===== src/lbcw_pkg.sv =====
// shared types, codes and helpers for the linked block chain walker
package lbcw_pkg;

    localparam int BLOCK_W           = 24;
    localparam int LEN_W             = 24;
    localparam int FILE_W            = 16;
    localparam int INDEX_W           = 8;
    localparam int PART_W            = 16;
    localparam int COUNT_W           = 10;
    localparam int BLOCK_PAYLOAD_DEF = 512;

    typedef enum logic [2:0] {
        ST_FETCH    = 3'd0,
        ST_DONE     = 3'd1,
        ST_BAD      = 3'd2,
        ST_MISMATCH = 3'd3,
        ST_SHORT    = 3'd4,
        ST_IGNORED  = 3'd5
    } status_t;

    typedef enum logic {
        KIND_START  = 1'b0,
        KIND_HEADER = 1'b1
    } kind_t;

    typedef struct packed {
        kind_t                kind;
        logic [FILE_W-1:0]    file_id;
        logic [INDEX_W-1:0]   index_num;
        logic [LEN_W-1:0]     length;
        logic [BLOCK_W-1:0]   start_block;
        logic [FILE_W-1:0]    hdr_file_id;
        logic [PART_W-1:0]    hdr_part;
        logic [BLOCK_W-1:0]   hdr_next;
        logic [INDEX_W-1:0]   hdr_cache_id;
    } in_item_t;

    typedef struct packed {
        status_t              status;
        logic                 copy_enable;
        logic [BLOCK_W-1:0]   copy_block;
        logic [LEN_W-1:0]     copy_offset;
        logic [COUNT_W-1:0]   copy_count;
        logic [BLOCK_W-1:0]   fetch_block;
    } out_item_t;

    // valid block numbers: 0 < b < block_count
    function automatic logic block_ok(input logic [BLOCK_W-1:0] b,
                                      input logic [BLOCK_W-1:0] cnt);
        return (b != '0) && (b < cnt);
    endfunction

endpackage


===== src/lbcw_in_reg.sv =====
// input register stage holding one accepted beat
module lbcw_in_reg
(
    input  logic                clk,
    input  logic                rst_n,
    input  logic                in_valid,
    output logic                in_ready,
    input  lbcw_pkg::in_item_t  in_item,
    input  logic                advance,
    output logic                item_valid,
    output lbcw_pkg::in_item_t  item
);
    import lbcw_pkg::*;

    logic     valid_reg;
    logic     valid_next;
    in_item_t item_reg;

    assign in_ready   = !valid_reg || advance;
    assign valid_next = (in_valid && in_ready) ? 1'b1 : (advance ? 1'b0 : valid_reg);

    always_ff @(posedge clk or negedge rst_n)
    begin
        if (!rst_n)
        begin
            valid_reg <= 1'b0;
        end
        else
        begin
            valid_reg <= valid_next;
        end
    end

    always_ff @(posedge clk)
    begin
        if (in_valid && in_ready)
        begin
            item_reg <= in_item;
        end
    end

    assign item_valid = valid_reg;
    assign item       = item_reg;

endmodule


===== src/lbcw_step.sv =====
// walk state and the per-beat header check, start handling and copy command
module lbcw_step #(
    parameter int BLOCK_PAYLOAD = lbcw_pkg::BLOCK_PAYLOAD_DEF
)
(
    input  logic                              clk,
    input  logic                              rst_n,
    input  logic [lbcw_pkg::BLOCK_W-1:0]      block_count,
    input  logic                              advance,
    input  lbcw_pkg::in_item_t                item,
    output lbcw_pkg::out_item_t               res
);
    import lbcw_pkg::*;

    localparam logic [LEN_W-1:0] PAYLOAD_LEN = LEN_W'(BLOCK_PAYLOAD);

    logic                active_reg, active_next;
    logic [BLOCK_W-1:0]  current_block_reg, current_block_next;
    logic [LEN_W-1:0]    remaining_reg, remaining_next;
    logic [LEN_W-1:0]    write_offset_reg, write_offset_next;
    logic [PART_W-1:0]   part_number_reg, part_number_next;
    logic [FILE_W-1:0]   want_file_reg, want_file_next;
    logic [INDEX_W-1:0]  want_index_reg, want_index_next;

    logic [LEN_W-1:0]    chunk;
    logic [LEN_W-1:0]    left_after;
    logic                hdr_match;

    assign chunk      = (remaining_reg > PAYLOAD_LEN) ? PAYLOAD_LEN : remaining_reg;
    assign left_after = remaining_reg - chunk;
    // index id 255 expects cache id 256, which never matches
    assign hdr_match  = (item.hdr_file_id == want_file_reg)
                     && (item.hdr_part == part_number_reg)
                     && ({1'b0, item.hdr_cache_id} == ({1'b0, want_index_reg} + 9'd1));

    always_comb
    begin
        active_next        = active_reg;
        current_block_next = current_block_reg;
        remaining_next     = remaining_reg;
        write_offset_next  = write_offset_reg;
        part_number_next   = part_number_reg;
        want_file_next     = want_file_reg;
        want_index_next    = want_index_reg;
        res                = '0;
        res.status         = ST_IGNORED;

        if (item.kind == KIND_START)
        begin
            want_file_next     = item.file_id;
            want_index_next    = item.index_num;
            remaining_next     = item.length;
            current_block_next = item.start_block;
            write_offset_next  = '0;
            part_number_next   = '0;
            active_next        = 1'b0;
            if (item.start_block == '0)
            begin
                res.status = (item.length != '0) ? ST_SHORT : ST_DONE;
            end
            else if (!block_ok(item.start_block, block_count))
            begin
                res.status = ST_BAD;
            end
            else
            begin
                res.status      = ST_FETCH;
                res.fetch_block = item.start_block;
                active_next     = 1'b1;
            end
        end
        else if (active_reg)
        begin
            if (!hdr_match)
            begin
                res.status  = ST_MISMATCH;
                active_next = 1'b0;
            end
            else
            begin
                res.copy_enable    = 1'b1;
                res.copy_block     = current_block_reg;
                res.copy_offset    = write_offset_reg;
                res.copy_count     = chunk[COUNT_W-1:0];
                write_offset_next  = write_offset_reg + chunk;
                remaining_next     = left_after;
                part_number_next   = part_number_reg + PART_W'(1);
                current_block_next = item.hdr_next;
                if (item.hdr_next == '0)
                begin
                    res.status  = (left_after != '0) ? ST_SHORT : ST_DONE;
                    active_next = 1'b0;
                end
                else if (!block_ok(item.hdr_next, block_count))
                begin
                    res.status  = ST_BAD;
                    active_next = 1'b0;
                end
                else
                begin
                    res.status      = ST_FETCH;
                    res.fetch_block = item.hdr_next;
                end
            end
        end
    end

    always_ff @(posedge clk or negedge rst_n)
    begin
        if (!rst_n)
        begin
            active_reg        <= 1'b0;
            current_block_reg <= '0;
            remaining_reg     <= '0;
            write_offset_reg  <= '0;
            part_number_reg   <= '0;
            want_file_reg     <= '0;
            want_index_reg    <= '0;
        end
        else if (advance)
        begin
            active_reg        <= active_next;
            current_block_reg <= current_block_next;
            remaining_reg     <= remaining_next;
            write_offset_reg  <= write_offset_next;
            part_number_reg   <= part_number_next;
            want_file_reg     <= want_file_next;
            want_index_reg    <= want_index_next;
        end
    end

    a_copy_fields_clear: assert property (@(posedge clk) disable iff (!rst_n)
        (advance && !res.copy_enable) |->
        (res.copy_block == '0 && res.copy_offset == '0 && res.copy_count == '0))
        else $error("copy fields set without copy enable");

    a_fetch_in_range: assert property (@(posedge clk) disable iff (!rst_n)
        (advance && res.status == ST_FETCH) |->
        (res.fetch_block != '0 && res.fetch_block < block_count))
        else $error("fetch of a block outside the store");

    a_fetch_keeps_walk: assert property (@(posedge clk) disable iff (!rst_n)
        (advance && res.status == ST_FETCH) |=> active_reg)
        else $error("walk not active after a fetch");

    a_end_stops_walk: assert property (@(posedge clk) disable iff (!rst_n)
        (advance && (res.status == ST_DONE || res.status == ST_BAD
                  || res.status == ST_MISMATCH || res.status == ST_SHORT)) |=> !active_reg)
        else $error("walk still active after an end status");

    a_copy_only_on_header: assert property (@(posedge clk) disable iff (!rst_n)
        (advance && res.copy_enable) |-> (item.kind == KIND_HEADER))
        else $error("copy issued for a start beat");

endmodule


===== src/lbcw_out_reg.sv =====
// result register feeding the master side
module lbcw_out_reg
(
    input  logic                 clk,
    input  logic                 rst_n,
    input  logic                 advance,
    input  lbcw_pkg::out_item_t  res,
    output logic                 out_valid,
    input  logic                 out_ready,
    output lbcw_pkg::out_item_t  out_item
);
    import lbcw_pkg::*;

    logic      valid_reg;
    logic      valid_next;
    out_item_t res_reg;

    assign valid_next = advance ? 1'b1 : ((valid_reg && out_ready) ? 1'b0 : valid_reg);

    always_ff @(posedge clk or negedge rst_n)
    begin
        if (!rst_n)
        begin
            valid_reg <= 1'b0;
        end
        else
        begin
            valid_reg <= valid_next;
        end
    end

    always_ff @(posedge clk)
    begin
        if (advance)
        begin
            res_reg <= res;
        end
    end

    assign out_valid = valid_reg;
    assign out_item  = res_reg;

endmodule


===== src/linked_block_chain_walker.sv =====
// Chain walker top level: takes one start or header beat per clock, unless held by the master
// side, and returns one result beat per input beat, in order. An accepted beat passes through the
// input register and then the result register to the master side; with the master side ready,
// one beat per cycle flows through indefinitely. The single check-and-update step between the
// two registers also updates the walk state. block_count is an exclusive upper bound:
// valid block numbers are 1 to block_count-1. Write block_count only while no beat is in flight.
module linked_block_chain_walker #(
    parameter int BLOCK_PAYLOAD = lbcw_pkg::BLOCK_PAYLOAD_DEF
)
(
    input  logic                              clk,
    input  logic                              rst_n,
    input  logic                              cfg_wr_en,
    input  logic [lbcw_pkg::BLOCK_W-1:0]      cfg_wr_data,
    input  logic                              s_axis_tvalid,
    output logic                              s_axis_tready,
    // file_id, index_num, length, start_block, hdr_file_id, hdr_part, hdr_next, hdr_cache_id
    input  logic [135:0]                      s_axis_tdata,
    // kind
    input  logic                              s_axis_tuser,
    output logic                              m_axis_tvalid,
    input  logic                              m_axis_tready,
    // copy_enable, copy_block, copy_offset, copy_count, fetch_block, zero pad
    output logic [87:0]                       m_axis_tdata,
    // status
    output logic [2:0]                        m_axis_tuser
);
    import lbcw_pkg::*;

    logic [BLOCK_W-1:0] block_count_reg;
    in_item_t           s_item;
    in_item_t           cur_item;
    logic               cur_valid;
    logic               advance;
    logic               out_valid;
    out_item_t          step_res;
    out_item_t          out_item;

    always_ff @(posedge clk or negedge rst_n)
    begin
        if (!rst_n)
        begin
            block_count_reg <= '0;
        end
        else if (cfg_wr_en)
        begin
            block_count_reg <= cfg_wr_data;
        end
    end

    always_comb
    begin
        s_item              = '0;
        s_item.kind         = kind_t'(s_axis_tuser);
        s_item.file_id      = s_axis_tdata[15:0];
        s_item.index_num    = s_axis_tdata[23:16];
        s_item.length       = s_axis_tdata[47:24];
        s_item.start_block  = s_axis_tdata[71:48];
        s_item.hdr_file_id  = s_axis_tdata[87:72];
        s_item.hdr_part     = s_axis_tdata[103:88];
        s_item.hdr_next     = s_axis_tdata[127:104];
        s_item.hdr_cache_id = s_axis_tdata[135:128];
    end

    // step the item when the result register is free or draining this cycle
    assign advance = cur_valid && (!out_valid || m_axis_tready);

    lbcw_in_reg u_in_reg (
        .clk        (clk),
        .rst_n      (rst_n),
        .in_valid   (s_axis_tvalid),
        .in_ready   (s_axis_tready),
        .in_item    (s_item),
        .advance    (advance),
        .item_valid (cur_valid),
        .item       (cur_item)
    );

    lbcw_step #(
        .BLOCK_PAYLOAD (BLOCK_PAYLOAD)
    ) u_step (
        .clk         (clk),
        .rst_n       (rst_n),
        .block_count (block_count_reg),
        .advance     (advance),
        .item        (cur_item),
        .res         (step_res)
    );

    lbcw_out_reg u_out_reg (
        .clk       (clk),
        .rst_n     (rst_n),
        .advance   (advance),
        .res       (step_res),
        .out_valid (out_valid),
        .out_ready (m_axis_tready),
        .out_item  (out_item)
    );

    assign m_axis_tvalid = out_valid;
    assign m_axis_tuser  = out_item.status;
    assign m_axis_tdata  = {5'b0, out_item.fetch_block, out_item.copy_count,
                            out_item.copy_offset, out_item.copy_block, out_item.copy_enable};

endmodule

===== config.mk =====
export PLATFORM = sky130hd
export DESIGN_NAME = linked_block_chain_walker
export DESIGN_NICKNAME = d
export VERILOG_FILES = /design/src/lbcw_pkg.sv /design/src/lbcw_in_reg.sv /design/src/lbcw_step.sv /design/src/lbcw_out_reg.sv /design/src/linked_block_chain_walker.sv
export SDC_FILE = /design/constraint.sdc
export NUM_CORES = 1
export LEC_CHECK = 0
export BUFFER_PORTS_ARGS = -buffer_cell sky130_fd_sc_hd__buf_2
export CAP_MARGIN = 20
export CORE_ASPECT_RATIO = 0.6
export CORE_MARGIN = 1.5
export CORE_UTILIZATION = 35
export DETAILED_ROUTE_END_ITERATION = 16
export REMOVE_ABC_BUFFERS = 1
export SETUP_SLACK_MARGIN = 0.2
export SYNTH_ARGS = -nofsm -noshare
export SYNTH_HDL_FRONTEND = slang
export SYNTH_SLANG_ARGS = --single-unit

===== constraint.sdc =====
create_clock -name clk -period 9.01 [get_ports clk]
set_clock_uncertainty 0.15 [all_clocks]
set_input_delay 1.3515 -clock clk [delete_from_list [all_inputs] [get_ports clk]]
set_output_delay 1.3515 -clock clk [all_outputs]
set_load 0.01 [all_outputs]

# Word-level counts from Yosys, hierarchy flattened
# Index checks and enable logic that the tools add are counted.
# word_totals
output_inout_bits,93
in_bits,166
ff_bits,362
word_cells,100
# classes
n_reduce_logical,23
bitwise_logic,1
muxes,39
eq_ne,5
order_cmp,3
addsub,4
# op_table
op,n
$mux W24,15
$reduce_bool A24 Y1,4
$mux W86,1
$mux W83,1
$logic_not A24 Y1,2
$lt A24 B24 Y1,2
$mux W16,3
$eq A16 B16 Y1,2
$add A24 B24 Y24,1
$gt A24 B10 Y1 const B,1
$sub A24 B24 Y24,1
$mux W3,6
$add A16 B1 Y16 const B,1
$mux W1,11
$add A8 B1 Y9 const B,1
$eq A8 B9 Y1,1
$logic_and A1 B1 Y1,7
$reduce_and A3 Y1,2
$mux W2,2
$ne A2 B1 Y1 const B,2
$reduce_and A2 Y1,2
$reduce_bool A2 Y1,2
$logic_not A1 Y1,2
$logic_or A1 B1 Y1,2
$not A1 Y1,1

# Logic depth before layout (Yosys ltp)
# Gate-level depths: netlist of run 1.
# logic_depth
depth_word,9
ltp_mapped,18
depth_no_buf,14

# Cells and area by module
# A second synthesis of run 1 with hierarchy kept.
# unflattened
cells_unflattened,1358
area_unflattened_um2,16975.0
# by_module_without_submodules
mod,cells_per_inst,area_per_inst_um2,seq_area_each_um2,n_inst
lbcw_step,1069,9138.8,2827.7,1
lbcw_in_reg,141,4167.7,4139.0,1
lbcw_out_reg,89,2618.8,2607.5,1
linked_block_chain_walker,59,1049.8,600.6,1

# Worst setup path after synthesis of run 1
# No wires, ideal clock.
# synth_path
kind,input -> register
startpoint,in m_axis_tready
endpoint,reg u_step.remaining_reg[0]
setup_time_ns,0.125
path_buffers,1
arrival_ns,5.283
t_required_ns,8.735
slack_ns,3.451
cell_stages,6
path_cell_list,nand2b_1 -> nand2_1 -> inv_1 -> clkbuf_1 -> o21ai_0 -> a22o_1
# synth_between
elab_chain_len,3
# synth_lines
element,line_no,rtl
start: declaration,linked_block_chain_walker.sv:22,"input logic m_axis_tready,"
$logic_or A1 B1 Y1,linked_block_chain_walker.sv:66,assign advance = cur_valid && (!out_valid || m_axis_tready);
$logic_and A1 B1 Y1,linked_block_chain_walker.sv:66,
named net advance,linked_block_chain_walker.sv:34,logic advance;
$reduce_and A3 Y1 (no line),-,
end signal: assignment,lbcw_step.sv:124,remaining_reg <= remaining_next;
end: declaration,lbcw_step.sv:19,"logic [LEN_W-1:0] remaining_reg, remaining_next;"
# The timed path passes the listed nets, and every way through them passes these cells.
# A chain may end at the register's enable or synchronous reset.

# Worst setup path after layout of run 1
# layout_path
startpoint,reg u_step.remaining_reg[1]
endpoint,reg u_step.write_offset_reg[23]
# layout_between
elab_chain_len,6
# layout_lines
element,line_no,rtl
$gt A24 B10 Y1,lbcw_step.sv:29,assign chunk = (remaining_reg > PAYLOAD_LEN) ? PAYLOAD_LEN : remaining_reg;
$mux W24,lbcw_step.sv:29,
named net u_step.chunk[5],lbcw_step.sv:25,logic [LEN_W-1:0] chunk;
$add A24 B24 Y24,lbcw_step.sv:85,write_offset_next = write_offset_reg + chunk;
$mux W24,lbcw_step.sv:74,if (!hdr_match)
$mux W24,lbcw_step.sv:72,else if (active_reg)
$mux W24,lbcw_step.sv:48,if (item.kind == KIND_START)
end signal: assignment,lbcw_step.sv:125,write_offset_reg <= write_offset_next;
end: declaration,lbcw_step.sv:20,"logic [LEN_W-1:0] write_offset_reg, write_offset_next;"
# The timed path passes the listed nets, and every way through them passes these cells. The select of a mux whose other input is x is not followed.

==> metrics.txt, run 1 <==
Crit Path Class reg -> reg; Worst-path clk slew approximately 0.06 ns; Net Sw Frac 0.2716; Port Buf Inserts ~250; Fillers around 4.5k; setup violators final 0; RSZ-0062 raised after global routing no; DP HPWL approximately 32000 µm; crit end category flop; crit-path cells or3_1 > o41ai_1 > and3_1 > and2_1 > ha_1 > or2_2 > a21oi_1 > nor3_1 > or2_2 > a211o_1 > o41a_1 > nor4_1 > a211o_1; hold depth 2; DRT iter0 DRCs about 970; post-cts resize count 0; FF-to-FF setup slack about 4.1 ns; Hold Crit Class reg -> reg; final cycle utilization of the critical path 0.5456; Synth Register Bits 362; CP required around 9.3 ns; Avg Cell Area, Syn about 12 µm²; internal power 0.003057 W; Post-DRT Antenna Nets 0; initial core utilization 0.3579; die area ~0.05 mm²; Hold Fails Final Rpt 0; initial antenna violation count 6; Setup Buffers After CTS 0; hold path endpoint u_step.want_index_reg[3]; P per Cell Area 209.5 mW/mm²; Syn Inst Count between 1k and 1.5k; Hold Buf Count CTS 0; total core area between 0.04 and 0.05 mm²; Chip Width 285.4 µm; CTS H-tree depth 2; num ports ~260; P_leak between 8 and 9 nW; reg2reg start u_step.remaining_reg[1]; Synth async-reset ratio 0.3840; DRC Markers 0; relative slew slack 0.3151; pre-CTS setup slack slightly above 4 ns; global placement routability congestion 0.8828; top cells by count, synth 225 x nand2_1, 223 x edfxtp_1, 139 x dfrtp_1; max FFs per register 137; row count 61; Pre-antenna DRT Iters 5; Worst Path Max Fanout 23; sw power around 0.0011 W; Routed WL approximately 46000 µm; WL per Instance slightly below 20 µm; YS warnings 0; final critical-path required period roughly 4.9 ns; sequential power share 0.492; post-synthesis cell area 0.01675 mm²; area delta synth->final 19.63%; grt ovf 0; vias per cell between 5 and 6; Non-Filler Instances around 2.4k; worst-case reg-to-reg path depth 13; TritonCTS sink count roughly 360; Combinational Power Share 0.126; fin util 0.4282; Worst Tran Pin Value 1.027 ns; Die Y-Extent 172.4 µm; cell taking the most area after synthesis edfxtp_1; layout cell share with drive strength beyond 1 0.2028; Sum Neg Setup Slack 0 ns; Slew Limit Fails 0; status completed; Post-synth EDFFs 223; vias in the first global route between 10k and 15k; CTS tree built; Max rail drop VDD approximately 0.11 mV; HP Start u_in_reg.item[115]; root buffer cell clkbuf_16; Worst-Skew Late Latency 0.55 ns; Synth cell types 67; setup ws final slightly above 4 ns; most used flip-flop cell after synthesis edfxtp_1; GRT Resource Usage Total 0.1843; clk buf depth 3; layout net count approximately 1.9k; Worst setup SP type flop; first-pass GRT wire length between 60000 and 70000 µm; post-synthesis sequential area ratio 0.6076; Max Freq about 200 MHz; most area-consuming cells after synthesis edfxtp_1 40%, dfrtp_1 21%, ha_1 5.4%; vias 12.09k; Clock power frac 0.382; Inserted Clock Buffers 38; Tot Pwr 0.004197 W; r2r endpoint u_step.write_offset_reg[23]; area fraction of the dominant cell type after synthesis 0.3999; maxcap violations 0; crit path DAT roughly 5.2 ns; top-count cell post-synth nand2_1; placed insts between 2k and 2.5k; slowest stage cell, crit path and3_1; CP peak stage delay 0.61 ns; maximum number of pins on one net before global-route repair 86
[power by group through the flow]
stage / Sequential (W) / Clock [W] / Combinational (W)
3_5_place_dp: 0.00210 / 0 / 0.000529
5_1_grt: 0.00208 / 0.00172 / 0.000597
2_1_floorplan: 0.00208 / 0 / 0.000317
4_1_cts: 0.00206 / 0.00165 / 0.000533
3_3_place_gp: 0.00209 / 0 / 0.000518
6_report: 0.00206 / 0.00160 / 0.000531
[cells by family (layout without fill, tap and decap cells)]
logic type,after synthesis,after routing,share of synthesized area
AOI/OAI and AO/OA,297,297,0.1178
buffers and inverters,107,380,0.02540
adders and majority gates,73,73,0.05499
and+or+nand+nor,513,513,0.1529
muxes,6,6,0.003736
other,2,24,0.0004485
xor gates and xnor gates,71,71,0.03713
DFF,362,362,0.6076
[how the worst max path moves through the flow]
stage                                  from                           to  slack, ns  cells after the start
floorplan                     m_axis_tready   u_step.part_number_reg[15]       2.01                      6
global placement    u_step.remaining_reg[1]  u_step.write_offset_reg[23]       4.24                     13
detailed placement  u_step.remaining_reg[1]  u_step.write_offset_reg[23]       4.11                     13
CTS                 u_step.remaining_reg[1]  u_step.write_offset_reg[23]       4.11                     13
global route        u_step.remaining_reg[1]  u_step.write_offset_reg[19]       3.70                     13
finish              u_step.remaining_reg[1]  u_step.write_offset_reg[23]       4.09                     13
[metal layers]
metal / track usage / routed length [µm] / vias up
li1: - / - / 5783
met1: 0.2714 / 21760 / 5876
met2: 0.2805 / 20370 / 376
met3: 0.03047 / 2846 / 51
met4: 0.04923 / 751 / 0
met5: 0 / 0 / -
[final cells by class]
type,instances,area (µm²),area share
sequential,362,10170,0.5079
tap,630,788.3,0.03935
multi-input combinational,979,6254,0.3122
antenna,5,12.51,0.0006246
inverter,42,160.2,0.007995
timing repair buffer,268,1393,0.06951
clock buffer,45,997.2,0.04978
clock inverter,25,254.0,0.01268
[placed cells by master, fill, tap and decap left out, drive strengths merged, types with 9 or more instances in the layout]
master  instances
nand2b         10
a21o           21
buf           268
nand2         225
nand4          20
conb           19
o31ai          11
nor2           49
ha             72
clkinv         17
o22ai          14
nor3           16
edfxtp        223
nand3          23
inv            44
xor2           39
nor4           42
a22oi          24
and3           20
xnor2          32
a22o           35
clkbuf         45
dfrtp         139
o211ai          9
and2           65
or3             9
o21ai          67
a21oi          64
[worst max-delay path: cells and delay by family, from the launching register on]
family | cells | cell delay [ns]
AOI/OAI and AO/OA | 5 | 1.73
DFF | 1 | 0.44
adders and majority gates | 1 | 0.27
and+or+nand+nor | 7 | 2.27
[stage by stage]
| step | instance area, µm² | hold WS [ns] |
|---|---|---|
| 2_1_floorplan | 16540 | 0.2646 |
| 3_3_place_gp | 18750 | 0.2749 |
| 3_5_place_dp | 18770 | 0.2752 |
| 4_1_cts | 20020 | 0.2902 |
| 5_1_grt | 20030 | 0.3091 |
| 6_report | 20030 | 0.2850 |
No activity file was read; power rests on OpenSTA's default activity.
==> run 2: changes to the inputs <==
- clock period: 9.01 -> 4.2 ns (I/O delays scaled with it)
==> metrics.txt, run 2 (synthesized netlist as in run 1, its figures left out) <==
Worst-path clk slew approximately 0.060 ns; pre-CTS setup slack -0.1807 ns; root buffer cell clkbuf_16; initial core utilization 0.3579; P per Cell Area 452.1 mW/mm²; worst hold slack -0.01727 ns; Worst Path Max Fanout 7; final cycle utilization of the critical path 0.9247; CP peak stage delay just over 0.4 ns; P_leak ~8.9 nW; setup violators final 0; Slew Limit Fails 0; max FFs per register 137; DRC Markers 0; Max rail drop VDD approximately 0.22 mV; Worst-Skew Late Latency around 0.54 ns; failing checks negative hold slack; initial antenna violation count 3; vias 12.29k; first-pass GRT wire length approximately 70000 µm; FF/Latch Area around 0.01 mm²; row count between 60 and 70; Fillers between 4k and 5k; GRT Resource Usage Total 0.1869; layout net count slightly below 2k; status finished with violations; setup ws final around 0.32 ns; vias in the first global route roughly 12k; vias per cell about 5.1; Multi-input gate area about 0.0064 mm²; Hold Crit Class in -> async; Hold Fails Final Rpt 9; clk buf depth 3; Pre-antenna DRT Iters 5; grt ovf 0; Port Buf Inserts ~250; Worst Tran Pin Value between 0.8 and 0.9 ns; crit path DAT 4.15 ns; crit end category flop; Post-DRT Antenna Nets 0; total core area 0.04679 mm²; maxcap violations 0; maximum number of pins on one net before global-route repair between 80 and 90; Tot Pwr ~0.0094 W; DRT iter0 DRCs 1039; CTS H-tree depth 2; final critical-path required period ~4 ns; Non-Filler Instances roughly 2.4k; RSZ-0062 raised after global routing yes; CP required roughly 4.5 ns; Die Y-Extent 172.4 µm; num ports ~260; WL per Instance 19.45 µm; Chip Width roughly 290 µm; Inserted Clock Buffers 38; commonest non-fill, non-tap cell in the layout buf_2; slowest stage cell, crit path or3_4; placed insts 2319; CTS tree built; Crit Path Class reg -> reg; die area 0.04921 mm²; global placement routability congestion 0.9247; relative slew slack 0.4194; cell mode on critical path a211o_1; crit-path cells or3_4 > o41ai_4 > and3_4 > and2_4 > ha_4 > a21o_1 > a21oi_4 > o22ai_2 > or2_2 > a211o_1 > o41a_1 > a211o_1; Sum Neg Setup Slack 0 ns; TritonCTS sink count roughly 360; area delta synth->final 23.65%; Max Freq about 260 MHz; DP HPWL 33590 µm; Worst setup SP type flop; most frequent cells in the layout 252 x buf_2, 224 x nand2_1, 223 x edfxtp_1; Routed WL 46590 µm; layout cell share with drive strength beyond 1 0.2402
==> run 2: cell count changes in the layout (fill, tap and decap cells not counted), sizes merged <==
cell and delta:
buf +44, bufinv +2, clkbuf +3, clkinv -6, clkinvlp +2, diode -4, inv -1
==> run 2: stage by stage <==
step	cell area, µm²	util	hold WS [ns]
6_report	20710	0.4426	-0.01727
5_1_grt	20710	0.4426	0.04026
4_1_cts	20570	0.4396	0.02058
3_5_place_dp	19100	0.4082	0.2751
3_3_place_gp	19100	0.4082	0.2747
2_1_floorplan	16540	-	0.1844
==> run 2: critical path, delay by kind of cell (launching register included) <==
kind	cells	cell delay, ns
AOI/OAI and AO/OA	7	1.80
adders and majority gates	1	0.21
DFF	1	0.38
and+or+nand+nor	4	1.21
==> run 2: layout make-up <==
class                      instances  area share
sequential                       362      0.4914
tap                              630     0.03807
antenna                            1   0.0001209
clock inverter                    22     0.01335
multi-input combinational        979      0.3100
timing repair buffer             312     0.08605
clock buffer                      48     0.05324
inverter                          42    0.007735
==> run 2: worst paths after layout <==
path                                    startpoint                     endpoint  slack, ns  cells past startpoint
min in group clk                 s_axis_tdata[119]            u_in_reg.item[23]       0.11                      1
max                        u_step.remaining_reg[1]  u_step.write_offset_reg[23]       0.32                     12
min                                          rst_n  u_step.current_block_reg[3]      -0.02                      1
max in group asynchronous                    rst_n          block_count_reg[19]       3.06                      2
min reg2reg                     u_in_reg.item[113]     u_step.want_index_reg[1]       0.29                      2
max reg2reg                u_step.remaining_reg[1]  u_step.write_offset_reg[23]       0.32                     12
==> run 2: routing by layer <==
layer | wire [µm] | vias to the layer above | track usage
met5 | 0 | - | 0
met4 | 940 | 0 | 0.04463
met3 | 2648 | 62 | 0.03179
met2 | 20670 | 365 | 0.2894
met1 | 22330 | 5989 | 0.2728
li1 | - | 5872 | -
==> run 2: timing repair <==
action	in CTS	in global routing
buffers inserted	2	3
endpoints found under the setup margin	8	9
hold buffers	0	0
gates resized for setup	12	23
pin swaps	8	11
==> run 2: report_power, final <==
group	internal (W)	total (W)	switching, W
combinational	0.000517	0.00129	0.000772
clock	0.00224	0.00369	0.00145
sequential	0.00415	0.00438	0.000234
total	0.00690	0.00936	0.00246
==> run 3: changes to the inputs <==
- CTS_BUF_LIST: unset -> sky130_fd_sc_hd__clkbuf_8 sky130_fd_sc_hd__clkbuf_16
- MAX_ROUTING_LAYER: unset -> met4
- SKIP_CTS_REPAIR_TIMING: unset -> 1
==> metrics.txt, run 3 (synthesized netlist as in run 1, its figures left out) <==
status finished with violations; failing checks negative hold slack; vias around 12k; global placement routability congestion 0.9248; clk buf depth 3; DP HPWL between 30000 and 40000 µm; Combinational Power Share 0.141; most frequent cells in the layout 252 x buf_2, 225 x nand2_1, 223 x edfxtp_1; Worst-Skew Late Latency between 0.5 and 0.6 ns; CTS H-tree depth 2; Max rail drop VDD approximately 0.26 mV; Slew Limit Fails 0; Pre-antenna DRT Iters 5; P per Cell Area 443.1 mW/mm²; setup violators final 0; initial antenna violation count 5; Worst-path clk slew roughly 0.060 ns; root buffer cell clkbuf_16; Worst Path Max Fanout 9; DRT iter0 DRCs 1002; Net Sw Frac 0.2692; Port Buf Inserts approximately 250; Max Freq approximately 260 MHz; Hold Crit Class in -> async; fin area ~0.02 mm²; area delta synth->final 22.78%; relative slew slack 0.4566; vias in the first global route 11.79k; layout cell share with drive strength beyond 1 0.2310; sw power 0.002453 W; sequential power share 0.482; num ports between 200 and 300; Clock power frac 0.377; row count between 60 and 70; Die Y-Extent roughly 170 µm; total core area roughly 0.047 mm²; Hold Fails Final Rpt 18; max FFs per register ~140; WL per Instance 19.59 µm; CTS tree built; initial core utilization 0.3579; final cycle utilization of the critical path 0.9293; layout net count 1971; die area a little under 0.05 mm²; Inserted Clock Buffers 38; TritonCTS sink count 362; Post-DRT Antenna Nets 0; Chip Width about 290 µm; Worst setup SP type flop; crit path DAT roughly 4.2 ns; RSZ-0062 raised after global routing no; Post-DP Area ~0.019 mm²; commonest non-fill, non-tap cell in the layout buf_2; Routed WL about 47000 µm; CP required 4.48 ns; first-pass GRT wire length ~70000 µm; Worst Tran Pin Value just over 0.8 ns; worst hold slack -0.04652 ns; P_leak ~9 nW; final critical-path required period around 3.9 ns; Tot Pwr roughly 0.0091 W; maximum number of pins on one net before global-route repair 72; vias per cell just over 5; Crit Path Class reg -> reg; grt ovf 0; crit end category flop; GRT Resource Usage Total 0.1917; maxcap violations 0; DRC Markers 0; internal power around 0.0067 W
run 3: cell types whose count changed in the layout (fill, tap and decap cells not counted), moves of 2 or more:
cell / delta
inv_1: +15
a21oi_4: -2
clkbuf_16: -2
clkinv_8: +2
clkbuf_8: -2
clkinvlp_4: -4
a21oi_2: +3
bufinv_16: -2
diode_2: +4
clkinv_2: -4
buf_4: -3
clkbuf_1: -2
run 3: metal layers:
metal | vias to the layer above | global-route usage | routed length, µm | share of wire
li1 | 5875 | - | - | -
met1 | 6109 | 0.2742 | 22540 | 0.48
met5 | - | - | 0 | 0
met3 | 63 | 0.02850 | 2453 | 0.052
met4 | 0 | 0.05682 | 897 | 0.019
met2 | 388 | 0.2814 | 21060 | 0.45
run 3: layout make-up:
class / count / area [µm²]
sequential: 362 / 10180
fill: 4405 / 26230
inverter: 42 / 160.2
multi-input combinational: 979 / 6396
antenna: 5 / 12.51
timing repair buffer: 309 / 1759
tap: 630 / 788.3
clock buffer: 42 / 1017
clock inverter: 28 / 251.5
run 3: metrics by stage:
| stage | util | std cells | hold slack, ns | setup WS [ns] | TNS [ns] |
|---|---|---|---|---|---|
| floorplan | - | 1383 | 0.1844 | -2.170 | -198.35 |
| global placement | 0.4084 | 2319 | 0.2763 | 0.04147 | 0 |
| detailed placement | 0.4084 | 2319 | 0.2718 | -0.05269 | -0.05294 |
| CTS | 0.4356 | 2389 | -0.009005 | -0.06647 | -0.08882 |
| global route | 0.4395 | 2397 | 0.008153 | 0.1705 | 0 |
| finish | 0.4395 | 2397 | -0.04652 | 0.2971 | 0 |
run 3: final timing paths:
check	from	to	slack, ns	cells after the start
hold / removal	rst_n	u_step.current_block_reg[3]	-0.05	1
setup / recovery	u_step.remaining_reg[6]	u_step.write_offset_reg[23]	0.30	13
max in group asynchronous	rst_n	u_step.remaining_reg[1]	3.07	2
setup reg to reg	u_step.remaining_reg[6]	u_step.write_offset_reg[23]	0.30	13
hold reg to reg	u_in_reg.item[122]	u_step.want_file_reg[2]	0.29	2
min in group clk	s_axis_tdata[27]	u_in_reg.item[91]	0.11	1
run 3: power groups by stage:
stage / sequential [W] / clock, W / combinational [W]
after CTS: 0.00438 / 0.00352 / 0.00127
after global placement: 0.00444 / 0 / 0.00124
after detailed placement: 0.00445 / 0 / 0.00127
after global routing: 0.00442 / 0.00367 / 0.00143
after floorplan: 0.00445 / 0 / 0.000680
final: 0.00439 / 0.00344 / 0.00128
run 3: critical path: stages, from the launching register on:
cell	delay [ns]
dfrtp_1	0.38
or3_4	0.41
o41ai_4	0.35
and3_4	0.31
buf_6	0.14
and2_1	0.17
ha_4	0.24
nand3_2	0.08
o2111a_1	0.24
nor3_2	0.05
or2_2	0.28
a211o_1	0.28
o41a_1	0.44
a211o_1	0.28
